$ cat src/rtl/core/pqs_pkg.sv
// ----------------------------------------------------------------------------
// pqs_pkg
// Shared types and constants for the patch quantile select block.
// ----------------------------------------------------------------------------
package pqs_pkg;

  // default store depth
  localparam int PQS_MAX_SAMPLES = 64;

  // field widths
  localparam int PQS_SAMPLE_W = 16;
  localparam int PQS_FRAC_W   = 17;
  localparam int PQS_COUNT_W  = 7;

  // fraction of one in units of 1/65536
  localparam logic [PQS_FRAC_W-1:0] PQS_FRAC_ONE  = 17'h10000;
  localparam logic [PQS_FRAC_W-1:0] PQS_QF_RESET  = 17'h08000;

  // sequencer states
  typedef enum logic [2:0] {
    ST_LOAD,
    ST_POS,
    ST_CAPT,
    ST_SCAN,
    ST_DONE
  } pqs_state_t;

  // selected order statistics handed to the interpolator
  typedef struct packed {
    logic signed [PQS_SAMPLE_W-1:0] lo;
    logic signed [PQS_SAMPLE_W-1:0] hi;
    logic        [15:0]             frac;
    logic                           need_hi;
    logic        [PQS_COUNT_W-1:0]  count;
  } pqs_sel_t;

endpackage

$ cat src/rtl/core/pqs_in_if.sv
// ----------------------------------------------------------------------------
// pqs_in_if
// Sample input channel: valid/ready with sample and last marker.
// ----------------------------------------------------------------------------
interface pqs_in_if
  import pqs_pkg::*;
  ();
  logic                           valid;
  logic                           ready;
  logic signed [PQS_SAMPLE_W-1:0] sample;
  logic                           last;

  modport source (output valid, output sample, output last, input ready);
  modport sink   (input valid, input sample, input last, output ready);
endinterface

$ cat src/rtl/core/pqs_out_if.sv
// ----------------------------------------------------------------------------
// pqs_out_if
// Result output channel: valid/ready with quantile value and sample count.
// ----------------------------------------------------------------------------
interface pqs_out_if
  import pqs_pkg::*;
  ();
  logic                           valid;
  logic                           ready;
  logic signed [PQS_SAMPLE_W-1:0] quantile_value;
  logic        [PQS_COUNT_W-1:0]  sample_count;

  modport source (output valid, output quantile_value, output sample_count, input ready);
  modport sink   (input valid, input quantile_value, input sample_count, output ready);
endinterface

$ cat src/rtl/core/pqs_ram.sv
// ----------------------------------------------------------------------------
// pqs_ram
// Generic single-write, single-read RAM with registered read data.
// ----------------------------------------------------------------------------
module pqs_ram #(
  parameter  int WIDTH = 16,
  parameter  int DEPTH = 64,
  localparam int AW    = $clog2(DEPTH)
) (
  input  logic             clk,
  input  logic             we,
  input  logic [AW-1:0]    waddr,
  input  logic [WIDTH-1:0] wdata,
  input  logic [AW-1:0]    raddr,
  output logic [WIDTH-1:0] rdata
);

  logic [WIDTH-1:0] mem [DEPTH];

  // write port
  always_ff @(posedge clk) begin
    if (we) begin
      mem[waddr] <= wdata;
    end
  end

  // registered read port
  always_ff @(posedge clk) begin
    rdata <= mem[raddr];
  end

endmodule

$ cat src/rtl/core/pqs_ctrl.sv
// ----------------------------------------------------------------------------
// pqs_ctrl
// Loads samples into the store, then finds the two order statistics around
// the quantile position by rank counting over the store.
// ----------------------------------------------------------------------------
module pqs_ctrl
  import pqs_pkg::*;
#(
  parameter  int MAX_SAMPLES = PQS_MAX_SAMPLES,
  localparam int AW          = $clog2(MAX_SAMPLES)
) (
  input  logic                           clk,
  input  logic                           rst,
  input  logic        [PQS_FRAC_W-1:0]   quantile_fraction,
  pqs_in_if.sink                         sample_in,
  output logic                           ram_we,
  output logic        [AW-1:0]           ram_waddr,
  output logic        [PQS_SAMPLE_W-1:0] ram_wdata,
  output logic        [AW-1:0]           ram_raddr,
  input  logic        [PQS_SAMPLE_W-1:0] ram_rdata,
  output logic                           sel_valid,
  input  logic                           sel_ready,
  output pqs_sel_t                       sel
);

  localparam int CW = $clog2(MAX_SAMPLES + 1);
  localparam int PW = PQS_FRAC_W + CW;
  localparam int XW = (CW > PQS_COUNT_W) ? CW : PQS_COUNT_W;

  pqs_state_t state, state_next;

  logic        [CW-1:0]           count;
  logic        [CW-1:0]           n;
  logic        [PW-1:0]           pos;
  logic        [CW-1:0]           i;
  logic        [CW-1:0]           jd;
  logic        [CW-1:0]           rank;
  logic signed [PQS_SAMPLE_W-1:0] cand;
  logic signed [PQS_SAMPLE_W-1:0] lo;
  logic signed [PQS_SAMPLE_W-1:0] hi;

  logic                           accept;
  logic                           has_room;
  logic        [CW-1:0]           count_upd;
  logic        [PQS_FRAC_W-1:0]   q_sat;
  logic        [CW-1:0]           idx;
  logic        [15:0]             frac;
  logic signed [PQS_SAMPLE_W-1:0] rd_val;
  logic                           hit;
  logic        [CW-1:0]           rank_fin;
  logic                           scan_last;
  logic                           cand_last;
  logic        [XW-1:0]           n_ext;

  // load side
  assign accept    = sample_in.valid && sample_in.ready;
  assign has_room  = count < CW'(MAX_SAMPLES);
  assign count_upd = count + CW'(has_room);
  assign ram_we    = accept && has_room;
  assign ram_waddr = count[AW-1:0];
  assign ram_wdata = sample_in.sample;

  // quantile position split into rank and blend weight
  assign q_sat = (quantile_fraction > PQS_FRAC_ONE) ? PQS_FRAC_ONE : quantile_fraction;
  assign idx   = pos[16 +: CW];
  assign frac  = pos[15:0];

  // rank test: smaller value, or equal value stored earlier
  assign rd_val    = $signed(ram_rdata);
  assign hit       = (rd_val < cand) || ((rd_val == cand) && (jd < i));
  assign rank_fin  = rank + CW'(hit);
  assign scan_last = (jd == n - CW'(1));
  assign cand_last = (i == n - CW'(1));

  // next state
  always_comb begin
    state_next = state;
    unique case (state)
      ST_LOAD: if (accept && sample_in.last) state_next = ST_POS;
      ST_POS:  state_next = ST_CAPT;
      ST_CAPT: state_next = ST_SCAN;
      ST_SCAN: begin
        if (scan_last) begin
          state_next = cand_last ? ST_DONE : ST_CAPT;
        end
      end
      ST_DONE: if (sel_ready) state_next = ST_LOAD;
      default: state_next = ST_LOAD;
    endcase
  end

  // outputs
  always_comb begin
    sample_in.ready = 1'b0;
    sel_valid       = 1'b0;
    ram_raddr       = '0;
    unique case (state)
      ST_LOAD: sample_in.ready = 1'b1;
      ST_POS:  ram_raddr = '0;
      ST_CAPT: ram_raddr = '0;
      ST_SCAN: ram_raddr = scan_last ? AW'(i + CW'(1)) : AW'(jd + CW'(1));
      ST_DONE: sel_valid = 1'b1;
      default: ram_raddr = '0;
    endcase
  end

  // control registers
  always_ff @(posedge clk) begin
    if (rst) begin
      state <= ST_LOAD;
      count <= '0;
      i     <= '0;
      jd    <= '0;
      rank  <= '0;
    end else begin
      state <= state_next;
      unique case (state)
        ST_LOAD: begin
          if (accept) begin
            count <= sample_in.last ? '0 : count_upd;
          end
        end
        ST_POS: i <= '0;
        ST_CAPT: begin
          jd   <= '0;
          rank <= '0;
        end
        ST_SCAN: begin
          if (scan_last) begin
            i <= i + CW'(1);
          end else begin
            rank <= rank_fin;
            jd   <= jd + CW'(1);
          end
        end
        default: ;
      endcase
    end
  end

  // payload registers
  always_ff @(posedge clk) begin
    if (state == ST_LOAD && accept && sample_in.last) begin
      n <= count_upd;
    end
    if (state == ST_POS) begin
      pos <= PW'(q_sat) * PW'(n - CW'(1));
    end
    if (state == ST_CAPT) begin
      cand <= rd_val;
    end
    if (state == ST_SCAN && scan_last) begin
      if (rank_fin == idx) lo <= cand;
      if (rank_fin == idx + CW'(1)) hi <= cand;
    end
  end

  // hand-off to the interpolator
  assign n_ext       = XW'(n);
  assign sel.lo      = lo;
  assign sel.hi      = hi;
  assign sel.frac    = frac;
  assign sel.need_hi = (frac != 16'd0);
  assign sel.count   = n_ext[PQS_COUNT_W-1:0];

endmodule

$ cat src/rtl/core/pqs_interp.sv
// ----------------------------------------------------------------------------
// pqs_interp
// Linear blend of two order statistics with round-half-up, followed by the
// result output register.
// ----------------------------------------------------------------------------
module pqs_interp
  import pqs_pkg::*;
(
  input  logic     clk,
  input  logic     rst,
  input  logic     sel_valid,
  output logic     sel_ready,
  input  pqs_sel_t sel,
  pqs_out_if.source result_out
);

  logic                           s1_valid;
  logic signed [33:0]             s1_prod;
  logic signed [PQS_SAMPLE_W-1:0] s1_lo;
  logic        [PQS_COUNT_W-1:0]  s1_count;

  logic                           o_valid;
  logic signed [PQS_SAMPLE_W-1:0] o_value;
  logic        [PQS_COUNT_W-1:0]  o_count;

  logic                           o_free;
  logic signed [16:0]             diff;
  logic signed [33:0]             prod;
  logic        [34:0]             blend;

  // weighted difference, zero when the position is exact
  assign diff = sel.need_hi ? ({sel.hi[15], sel.hi} - {sel.lo[15], sel.lo}) : 17'sd0;
  assign prod = diff * $signed({1'b0, sel.frac});

  // lo * 65536 + weighted difference + one half, floor by the shift
  assign blend = {{3{s1_lo[15]}}, s1_lo, 16'h0000} + {s1_prod[33], s1_prod} + 35'd32768;

  // pipeline handshake
  assign o_free    = !o_valid || result_out.ready;
  assign sel_ready = !s1_valid || o_free;

  always_ff @(posedge clk) begin
    if (rst) begin
      s1_valid <= 1'b0;
      o_valid  <= 1'b0;
    end else begin
      if (o_free) o_valid <= s1_valid;
      if (sel_ready) s1_valid <= sel_valid;
    end
  end

  // payload stages
  always_ff @(posedge clk) begin
    if (o_free && s1_valid) begin
      o_value <= $signed(blend[31:16]);
      o_count <= s1_count;
    end
    if (sel_ready && sel_valid) begin
      s1_prod  <= prod;
      s1_lo    <= sel.lo;
      s1_count <= sel.count;
    end
  end

  assign result_out.valid          = o_valid;
  assign result_out.quantile_value = o_value;
  assign result_out.sample_count   = o_count;

endmodule

$ cat src/rtl/core/patch_quantile_select_top.sv
// ----------------------------------------------------------------------------
// patch_quantile_select_top
// Interpolated quantile of a patch of signed samples.
// ----------------------------------------------------------------------------
// Usage:
//   sample_in takes one sample per item; the item with last set closes the
//   patch. Samples beyond MAX_SAMPLES are dropped, the patch still closes.
//   result_out gives one item per patch: the quantile at quantile_fraction
//   (in 1/65536, written through cfg_we/cfg_wdata while idle) and the count.
// Throughput:
//   while loading, one item per cycle. After the closing item sample_in
//   drops ready until the result is handed off: every stored sample is
//   ranked by one full scan over the single read port of the store. The
//   hand-off is registered in the multiply stage and then in the rounding
//   stage, which drives result_out.
// Reset:
//   rst (synchronous) empties the patch and sets quantile_fraction to
//   one half; the store contents need no clearing.
// Stalls:
//   a held result does not block loading of the next patch; the end of a
//   patch waits in its final state only while both result stages are full.
// ----------------------------------------------------------------------------
module patch_quantile_select_top
  import pqs_pkg::*;
#(
  parameter int MAX_SAMPLES = PQS_MAX_SAMPLES
) (
  input  logic                  clk,
  input  logic                  rst,
  input  logic                  cfg_we,
  input  logic [PQS_FRAC_W-1:0] cfg_wdata,
  pqs_in_if.sink                sample_in,
  pqs_out_if.source             result_out
);

  localparam int AW = $clog2(MAX_SAMPLES);

  logic [PQS_FRAC_W-1:0]   quantile_fraction;
  logic                    ram_we;
  logic [AW-1:0]           ram_waddr;
  logic [PQS_SAMPLE_W-1:0] ram_wdata;
  logic [AW-1:0]           ram_raddr;
  logic [PQS_SAMPLE_W-1:0] ram_rdata;
  logic                    sel_valid;
  logic                    sel_ready;
  pqs_sel_t                sel;

  // quantile fraction register
  always_ff @(posedge clk) begin
    if (rst) begin
      quantile_fraction <= PQS_QF_RESET;
    end else if (cfg_we) begin
      quantile_fraction <= cfg_wdata;
    end
  end

  // sample store
  pqs_ram #(
    .WIDTH (PQS_SAMPLE_W),
    .DEPTH (MAX_SAMPLES)
  ) u_store (
    .clk   (clk),
    .we    (ram_we),
    .waddr (ram_waddr),
    .wdata (ram_wdata),
    .raddr (ram_raddr),
    .rdata (ram_rdata)
  );

  // load and rank selection
  pqs_ctrl #(
    .MAX_SAMPLES (MAX_SAMPLES)
  ) u_ctrl (
    .clk               (clk),
    .rst               (rst),
    .quantile_fraction (quantile_fraction),
    .sample_in         (sample_in),
    .ram_we            (ram_we),
    .ram_waddr         (ram_waddr),
    .ram_wdata         (ram_wdata),
    .ram_raddr         (ram_raddr),
    .ram_rdata         (ram_rdata),
    .sel_valid         (sel_valid),
    .sel_ready         (sel_ready),
    .sel               (sel)
  );

  // blend, rounding and output register
  pqs_interp u_interp (
    .clk        (clk),
    .rst        (rst),
    .sel_valid  (sel_valid),
    .sel_ready  (sel_ready),
    .sel        (sel),
    .result_out (result_out)
  );

endmodule

$ cat src/flat_wrapper.sv
// flat-port wrapper written by rule: the top's interface ports become plain ports
module patch_quantile_select_top_flat import pqs_pkg::*;
#(
  parameter int MAX_SAMPLES = PQS_MAX_SAMPLES
)
  (clk, rst, cfg_we, cfg_wdata, sample_in_valid, sample_in_sample, sample_in_last, sample_in_ready, result_out_valid, result_out_quantile_value, result_out_sample_count, result_out_ready);
  pqs_in_if sample_in_i ();
  pqs_out_if result_out_i ();
  input  logic clk;
  input  logic rst;
  input  logic cfg_we;
  input  logic [PQS_FRAC_W-1:0] cfg_wdata;
  input wire logic [$bits(sample_in_i.valid)-1:0] sample_in_valid;
  input wire logic [$bits(sample_in_i.sample)-1:0] sample_in_sample;
  input wire logic [$bits(sample_in_i.last)-1:0] sample_in_last;
  output wire logic [$bits(sample_in_i.ready)-1:0] sample_in_ready;
  output wire logic [$bits(result_out_i.valid)-1:0] result_out_valid;
  output wire logic [$bits(result_out_i.quantile_value)-1:0] result_out_quantile_value;
  output wire logic [$bits(result_out_i.sample_count)-1:0] result_out_sample_count;
  input wire logic [$bits(result_out_i.ready)-1:0] result_out_ready;
  assign sample_in_i.valid = sample_in_valid;
  assign sample_in_i.sample = sample_in_sample;
  assign sample_in_i.last = sample_in_last;
  assign sample_in_ready = sample_in_i.ready;
  assign result_out_valid = result_out_i.valid;
  assign result_out_quantile_value = result_out_i.quantile_value;
  assign result_out_sample_count = result_out_i.sample_count;
  assign result_out_i.ready = result_out_ready;
  patch_quantile_select_top #(.MAX_SAMPLES(MAX_SAMPLES)) u_core (.clk(clk), .rst(rst), .cfg_we(cfg_we), .cfg_wdata(cfg_wdata), .sample_in(sample_in_i), .result_out(result_out_i));
endmodule
$ cat config.mk
export PLATFORM = sky130hd
export DESIGN_NAME = patch_quantile_select_top_flat
export DESIGN_NICKNAME = d
export VERILOG_FILES = /design/src/rtl/core/pqs_pkg.sv /design/src/rtl/core/pqs_in_if.sv /design/src/rtl/core/pqs_out_if.sv /design/src/rtl/core/pqs_ram.sv /design/src/rtl/core/pqs_ctrl.sv /design/src/rtl/core/pqs_interp.sv /design/src/rtl/core/patch_quantile_select_top.sv /design/src/flat_wrapper.sv
export SDC_FILE = /design/constraint.sdc
export NUM_CORES = 2
export LEC_CHECK = 0
export BUFFER_PORTS_ARGS = -buffer_cell sky130_fd_sc_hd__buf_4
export CAP_MARGIN = 0
export CORE_MARGIN = 3
export CORE_UTILIZATION = 55
export DETAILED_ROUTE_END_ITERATION = 8
export GPL_TIMING_DRIVEN = 1
export MAX_ROUTING_LAYER = met4
export PLACE_DENSITY = 0.71
export SLEW_MARGIN = 20
export SYNTH_ARGS = -nofsm -noshare
export SYNTH_HDL_FRONTEND = slang
export SYNTH_SLANG_ARGS = --single-unit
$ cat constraint.sdc
create_clock -name clk -period 19.1 [get_ports clk]
set_input_delay 1.91 -clock clk [delete_from_list [all_inputs] [get_ports clk]]
set_output_delay 1.91 -clock clk [all_outputs]
set_load 0.05 [all_outputs]
Word level (Yosys, flattened, before mapping):

Memories as Yosys holds them, arrays and structs flattened. A register that Yosys moved wholly into a read port is not among the register bits.
Index checks and enable logic that the tools add are counted.

* register bits after elaboration: 206
* bits in latches: 0
* RAM bits: 1024
* memory bits (read-only): 0
* input bits: 39
* output and inout bits: 25
* logic and storage cells: 92
* memories: 1

Memories
* u_core.u_store.mem: depth 64, bits a word 16, rd ports 1, clocked after memory_dff 1, wr ports 1, RTL line pqs_ram.sv:18 `logic [WIDTH-1:0] mem [DEPTH];`

* add/subtract/negate cells: 10
* $mul: 2
* divide/modulo/power cells: 0
* order comparisons: 4
* equality and inequality tests: 13
* shift-type cells: 0
* mux-type cells: 20
* bitwise operators: 0
* reduce and logical (&&, ||, !) cells: 24

Operators by type and width (count)
* 7-bit one-hot mux with 2 select lines: 3
* 17-bit two-way mux: 2
* 32-bit by 16-bit adder with 32-bit output (second input constant): 1
* 32-bit adder: 1
* 17-bit by 17-bit multiplier with 32-bit output: 1
* 7-bit equality test: 4
* 7-bit two-way mux: 4
* 18-bit by 8-bit multiplier with 23-bit output: 1
* 7-bit by 1-bit adder with 7-bit output (second input constant): 3
* 17-bit greater-than comparator (second input constant): 1
* 16-bit by 16-bit subtractor with 17-bit output: 1
* 16-bit equality test: 1
* 16-bit less-than comparator: 1
* 16-bit nonzero test: 1
* 3-bit one-hot mux with 5 select lines: 1
* 7-bit by 1-bit adder with 7-bit output: 2
* 3-bit two-way mux: 4
* 6-bit two-way mux: 2
* 2-bit AND reduction: 5
* 1-bit logical AND: 9
* 2-bit != test (second input constant): 4
* 7-bit by 1-bit subtractor with 8-bit output (second input constant): 1
* 7-bit less-than comparator: 1
* 7-bit less-than comparator (second input constant): 1
* other kinds (10): 18

Logic depth before layout (Yosys ltp):

* depth after elaboration: 6
* mapped depth: 33

Cells and area by module:

From an unflattened synthesis, not the netlist that was laid out.

* cell total of the unflattened synthesis: 4338
* area total of the unflattened synthesis: 64240.4 µm²

By module, submodules not included
* pqs_ram: instances 1, cells an instance 1829, area each 40042.2 µm², seq. area each 31069.8 µm²
* pqs_interp: instances 1, cells an instance 1423, area each 13430.4 µm², seq. area each 1931.9 µm²
* pqs_ctrl: instances 1, cells an instance 1031, area each 10151.0 µm², seq. area each 2962.8 µm²
* patch_quantile_select_top: instances 1, cells an instance 55, area each 616.8 µm², seq. area each 340.3 µm²

Least setup slack after synthesis:

OpenSTA, ideal clock, no wires.

* path kind: reg2reg
* start: reg u_core.u_ctrl.lo[1]
* end: reg u_core.u_interp.s1_prod[29], data pin
* data arrival time: 7988 ps
* data required time: 18842 ps
* slack: 10854 ps
* stages on the path, launching flop included: 30
* path buffers: 1
* period minus slack after synthesis: 8246 ps
* cell sequence: edfxtp_1 > inv_1 > ha_1 > nor2b_1 > o21a_1 > o21ai_0 > a21o_1 > a21oi_1 > a2111oi_0 > nor3_1 > nor3_1 > clkbuf_1 > o31ai_1 > fa_1 > fa_1 > inv_1 > fa_1 > inv_1 > fa_1 > fa_1 > fa_1 > inv_1 > ha_1 > a21oi_1 > or3_1 > o221ai_1 > a221o_1 > a41oi_1 > nor2b_1 > xnor2_1

* word-level cells in the longest chain between the ends: 3

RTL lines
* start: declaration: RTL line pqs_ctrl.sv:39 `logic signed [PQS_SAMPLE_W-1:0] lo;`
* start signal: assignment: RTL line pqs_ctrl.sv:153 `if (rank_fin == idx) lo <= cand;`
* 16-bit by 16-bit subtractor with 17-bit output: RTL line pqs_interp.sv:32 `assign diff = sel.need_hi ? ({sel.hi[15], sel.hi} - {sel.lo[15], sel.lo}) : 17'sd0;`
* 17-bit two-way mux: RTL line pqs_interp.sv:32
* 17-bit by 17-bit multiplier with 32-bit output: RTL line pqs_interp.sv:33 `assign prod = diff * $signed({1'b0, sel.frac});`
* via u_core.u_interp.prod[29]: RTL line pqs_interp.sv:28 `logic signed [33:0] prod;`
* end signal: assignment: RTL line pqs_interp.sv:59 `s1_prod <= prod;`
* end: declaration: RTL line pqs_interp.sv:18 `logic signed [33:0] s1_prod;`

The timed path passes the listed nets, and every way through them passes these cells.
A chain may end at the register's enable or synchronous reset.

Final worst setup path:

* start: reg u_core.u_ctrl.lo[1]
* end: reg u_core.u_interp.s1_prod[30], data pin

Same word-level chain as after synthesis.

==> impl_metrics.tcl <==
set metrics [dict create \
    seq_power_share_pct 38.1 \
    num_rows 124 \
    synth.yosys.warnings 0 \
    timing.max_cap.violations 0 \
    status "finished, final reports clean" \
    cts_hold_buffers 0 \
    layout-drive-gt1-share_pct 8.19 \
    cts_resized 0 \
    first_pass_iters 5 \
    nets 5460 \
    worstPathRequired_ns 19.58 \
    p_leak_nw 27.5 \
    regArea_um2 36300 \
    worstSetupPathType "reg2reg" \
    reg2reg_slack_ns 9.72 \
    syn_nets 5426 \
    io-pin-count 64 \
    yosysUniqueCellTypes 71 \
    vias 39322 \
    switching_power_w 0.00260 \
    p_total_w 0.00833 \
    cp_max_fo 16 \
    numCtsBuffers 131 \
    synthesis.instances 4842 \
    synth_area_um2 64000 \
    vdd_ir_drop_max_v 0.000208 \
    die_y_um 347 \
    hpwlAfterDp_um 97600 \
    switching_share_pct 31.2 \
    grt_pass1_wl_um 241000 \
    core_um2 115000 \
    slew_violations 0 \
    hold_viol_final 0 \
    clkPwrFrac_pct 29.9 \
    synth_adder_area_share_pct 14.8 \
    critPathLaunch "u_core.u_ctrl.lo[1]" \
    wl_per_cell_um 24.4 \
    ys_seq_elements 1231 \
    grt-ovfl-total 0 \
    setup_violations 0 \
    cp-endpoint "u_core.u_interp.s1_prod[30]" \
    drtAntennaViolNets 0 \
    grt_setup_unrepaired "false" \
    fmax_mhz 107 \
    fillers 8609 \
    clock_path_buffers 3 \
    timing.setup.tns_ns 0 \
    synth_edf_count 1165 \
    htree_levels 4 \
    slowest_stage "a2111oi_0" \
    post-cts-setup-buffer-count 0 \
    tightest_slew_ns 1.12 \
    comb_power_share_pct 32.0 \
    wirelength_um 158000 \
    die_w_um 347 \
    finClkSkew_ns 0.0506 \
    syn2layout_area_growth_pct 10.0 \
    grt_usage_pct 27.2 \
    grt_antenna_before_repair 7 \
    die_area_um2 121000 \
    synth_flop_cell "edfxtp_1" \
    muxShareOfSynthArea_pct 5.43 \
    clock_sinks 1231 \
    start_util_pct 55.7 \
    insertion_delay_ns 0.75 \
    drcViolationCount 0 \
    rr_endpoint "u_core.u_interp.s1_prod[30]" \
    root_buffer "clkbuf_16" \
    async_flop_share_pct 0 \
    yosys.area_share.simple_pct 8.63 \
    placement.io_buffers 63 \
    first_global_vias 39831 \
    hold_class "reg2reg" \
    yosysSeqAreaShare_pct 56.7 \
    layout_min_cycle_time_ns 9.38 \
    reg2reg_depth 31 \
    path_clk_slew_ns 0.06 \
    end_kind "flop" \
    max_stage_delay_ns 0.89 \
    synth-compound-area-share_pct 7.91 \
    grt_start_max_net_pins 129 \
    drtIter0Drc 3772 \
    period_share_pct 49.1 \
    r2r_start "u_core.u_ctrl.lo[1]" \
    p_per_area_nw_per_um2 118 \
    synth-xor-area-share_pct 1.94 \
    cp-start-kind "flop" \
    multi_input_area_um2 24900 \
    routed_via_density 6.05 \
    p_int_w 0.00573 \
    cts_tree "done" \
    crit_top_cell "fa_1" \
    place_congestion 0.882 \
    slew_headroom_pct 24.8 \
    synth_top_family_by_area "adder cells" \
    crit_arrival_ns 9.86 \
    synth_area_per_cell_um2 13.2 \
]
## sequential cells by signal, indices dropped and copies added, names as in the netlist, 17 cells and up
name / flops
u_core.u_ctrl.pos: 23
u_core.u_store.mem: 1024
u_core.quantile_fraction: 17
u_core.u_interp.s1_prod: 17
## metrics by stage
stage	util (%)	worst slack, ns	instances	hold WS, ns	cell area (um2)
global route	61.3	9.15	6498	0.432	70500
detailed placement	57.6	9.79	6255	0.408	66200
floorplan	-	10.85	4842	0.400	64000
global placement	57.6	9.99	6255	0.404	66200
finish	61.3	9.72	6498	0.410	70500
CTS	61.3	9.78	6492	0.415	70400
## routing by layer
layer | wire, um | part of all wire [%] | global-route usage [%] | vias up
met2 | 77500 | 49 | 44.4 | 1591
met4 | 6700 | 4.2 | 10.8 | 0
li1 | - | - | - | 17474
met5 | 0 | 0 | - | -
met1 | 62900 | 40 | 34.6 | 19891
met3 | 11100 | 7.0 | 4.09 | 366
## final cells by class
type                    instances  area share [%]
inverters                     477            2.54
multi-input cells            2868            35.4
repair buffers                167            1.80
flip-flops and latches       1231            51.5
diodes                          6          0.0213
well taps                    1512            2.69
clock inverters                71            1.04
clock buffers                 166            4.97
## cells by family (layout without fill, tap and decap cells)
| family | Yosys count | count (layout) |
|---|---|---|
| adders and majority gates | 545 | 545 |
| DFF | 1231 | 1231 |
| and+or+nand+nor | 1112 | 1112 |
| buffers and inverters | 743 | 881 |
| muxes | 347 | 347 |
| AOI/OAI and AO/OA | 730 | 730 |
| other | 0 | 6 |
| xor gates and xnor gates | 134 | 134 |
## worst min-delay path by stage
stage / startpoint / endpoint / slack, ns / cells after the start
floorplan: u_core.u_interp.s1_count[0] / u_core.u_interp.result_out.sample_count[0] / 0.40 / 0
global placement: u_core.u_interp.s1_count[5] / u_core.u_interp.result_out.sample_count[5] / 0.40 / 0
detailed placement: u_core.u_interp.s1_count[0] / u_core.u_interp.result_out.sample_count[0] / 0.41 / 0
CTS: u_core.u_store.rdata[14] / u_core.u_ctrl.cand[14] / 0.42 / 0
global route: u_core.u_store.rdata[6] / u_core.u_ctrl.cand[6] / 0.43 / 0
finish: u_core.u_store.rdata[14] / u_core.u_ctrl.cand[14] / 0.41 / 0
## cells in the final DEF, fill, tap and decap left out, drive strengths merged, types with 10 or more instances in the layout
cell,count
a221oi,64
o31ai,16
a21oi,64
or3,15
a31oi,68
o31a,10
fa,354
edfxtp,1165
nand3b,10
nand2b,10
a21boi,67
inv,482
mux2i,343
xnor2,100
dfxtp,66
o221ai,65
nand3,75
clkbuf,166
o21ai,165
and3,168
nor2b,35
nor3,36
a211oi,133
nor4,33
xor2,29
ha,191
clkinv,55
and2,159
nand2,367
a21o,20
a22oi,16
nor2,174
buf,167
## worst max-delay path, delay by kind of cell, from the launching register on
| family | cells | cell delay, ns |
|---|---|---|
| AO/OA/AOI/OAI | 11 | 3.27 |
| XOR/XNOR | 1 | 0.16 |
| adder cells (fa/ha/maj) | 8 | 3.19 |
| buffers and inverters | 5 | 0.35 |
| flip-flops | 1 | 0.42 |
| AND/OR/NAND/NOR | 6 | 1.71 |
## cells in the mapped netlist, drive strengths merged, types with 100 or more instances
master  number  area share, %
fa         354             11
o21ai      165            1.3
xnor2      100            1.4
a211oi     133            1.6
inv        477            2.8
mux2i      343            5.4
and2       159            1.6
and3       168            1.6
nand2      367            2.2
clkbuf     206            1.2
ha         191            3.7
nor2       174            1.0
edfxtp    1165             55
## power groups by stage
stage / logic, W / registers, W / clock network (W)
2_1_floorplan: 0.00211 / 0.00319 / 0
3_3_place_gp: 0.00258 / 0.00323 / 0
5_1_grt: 0.00307 / 0.00318 / 0.00263
4_1_cts: 0.00269 / 0.00317 / 0.00252
3_5_place_dp: 0.00268 / 0.00323 / 0
6_report: 0.00267 / 0.00318 / 0.00249
Power figures use the tool's default switching activity.
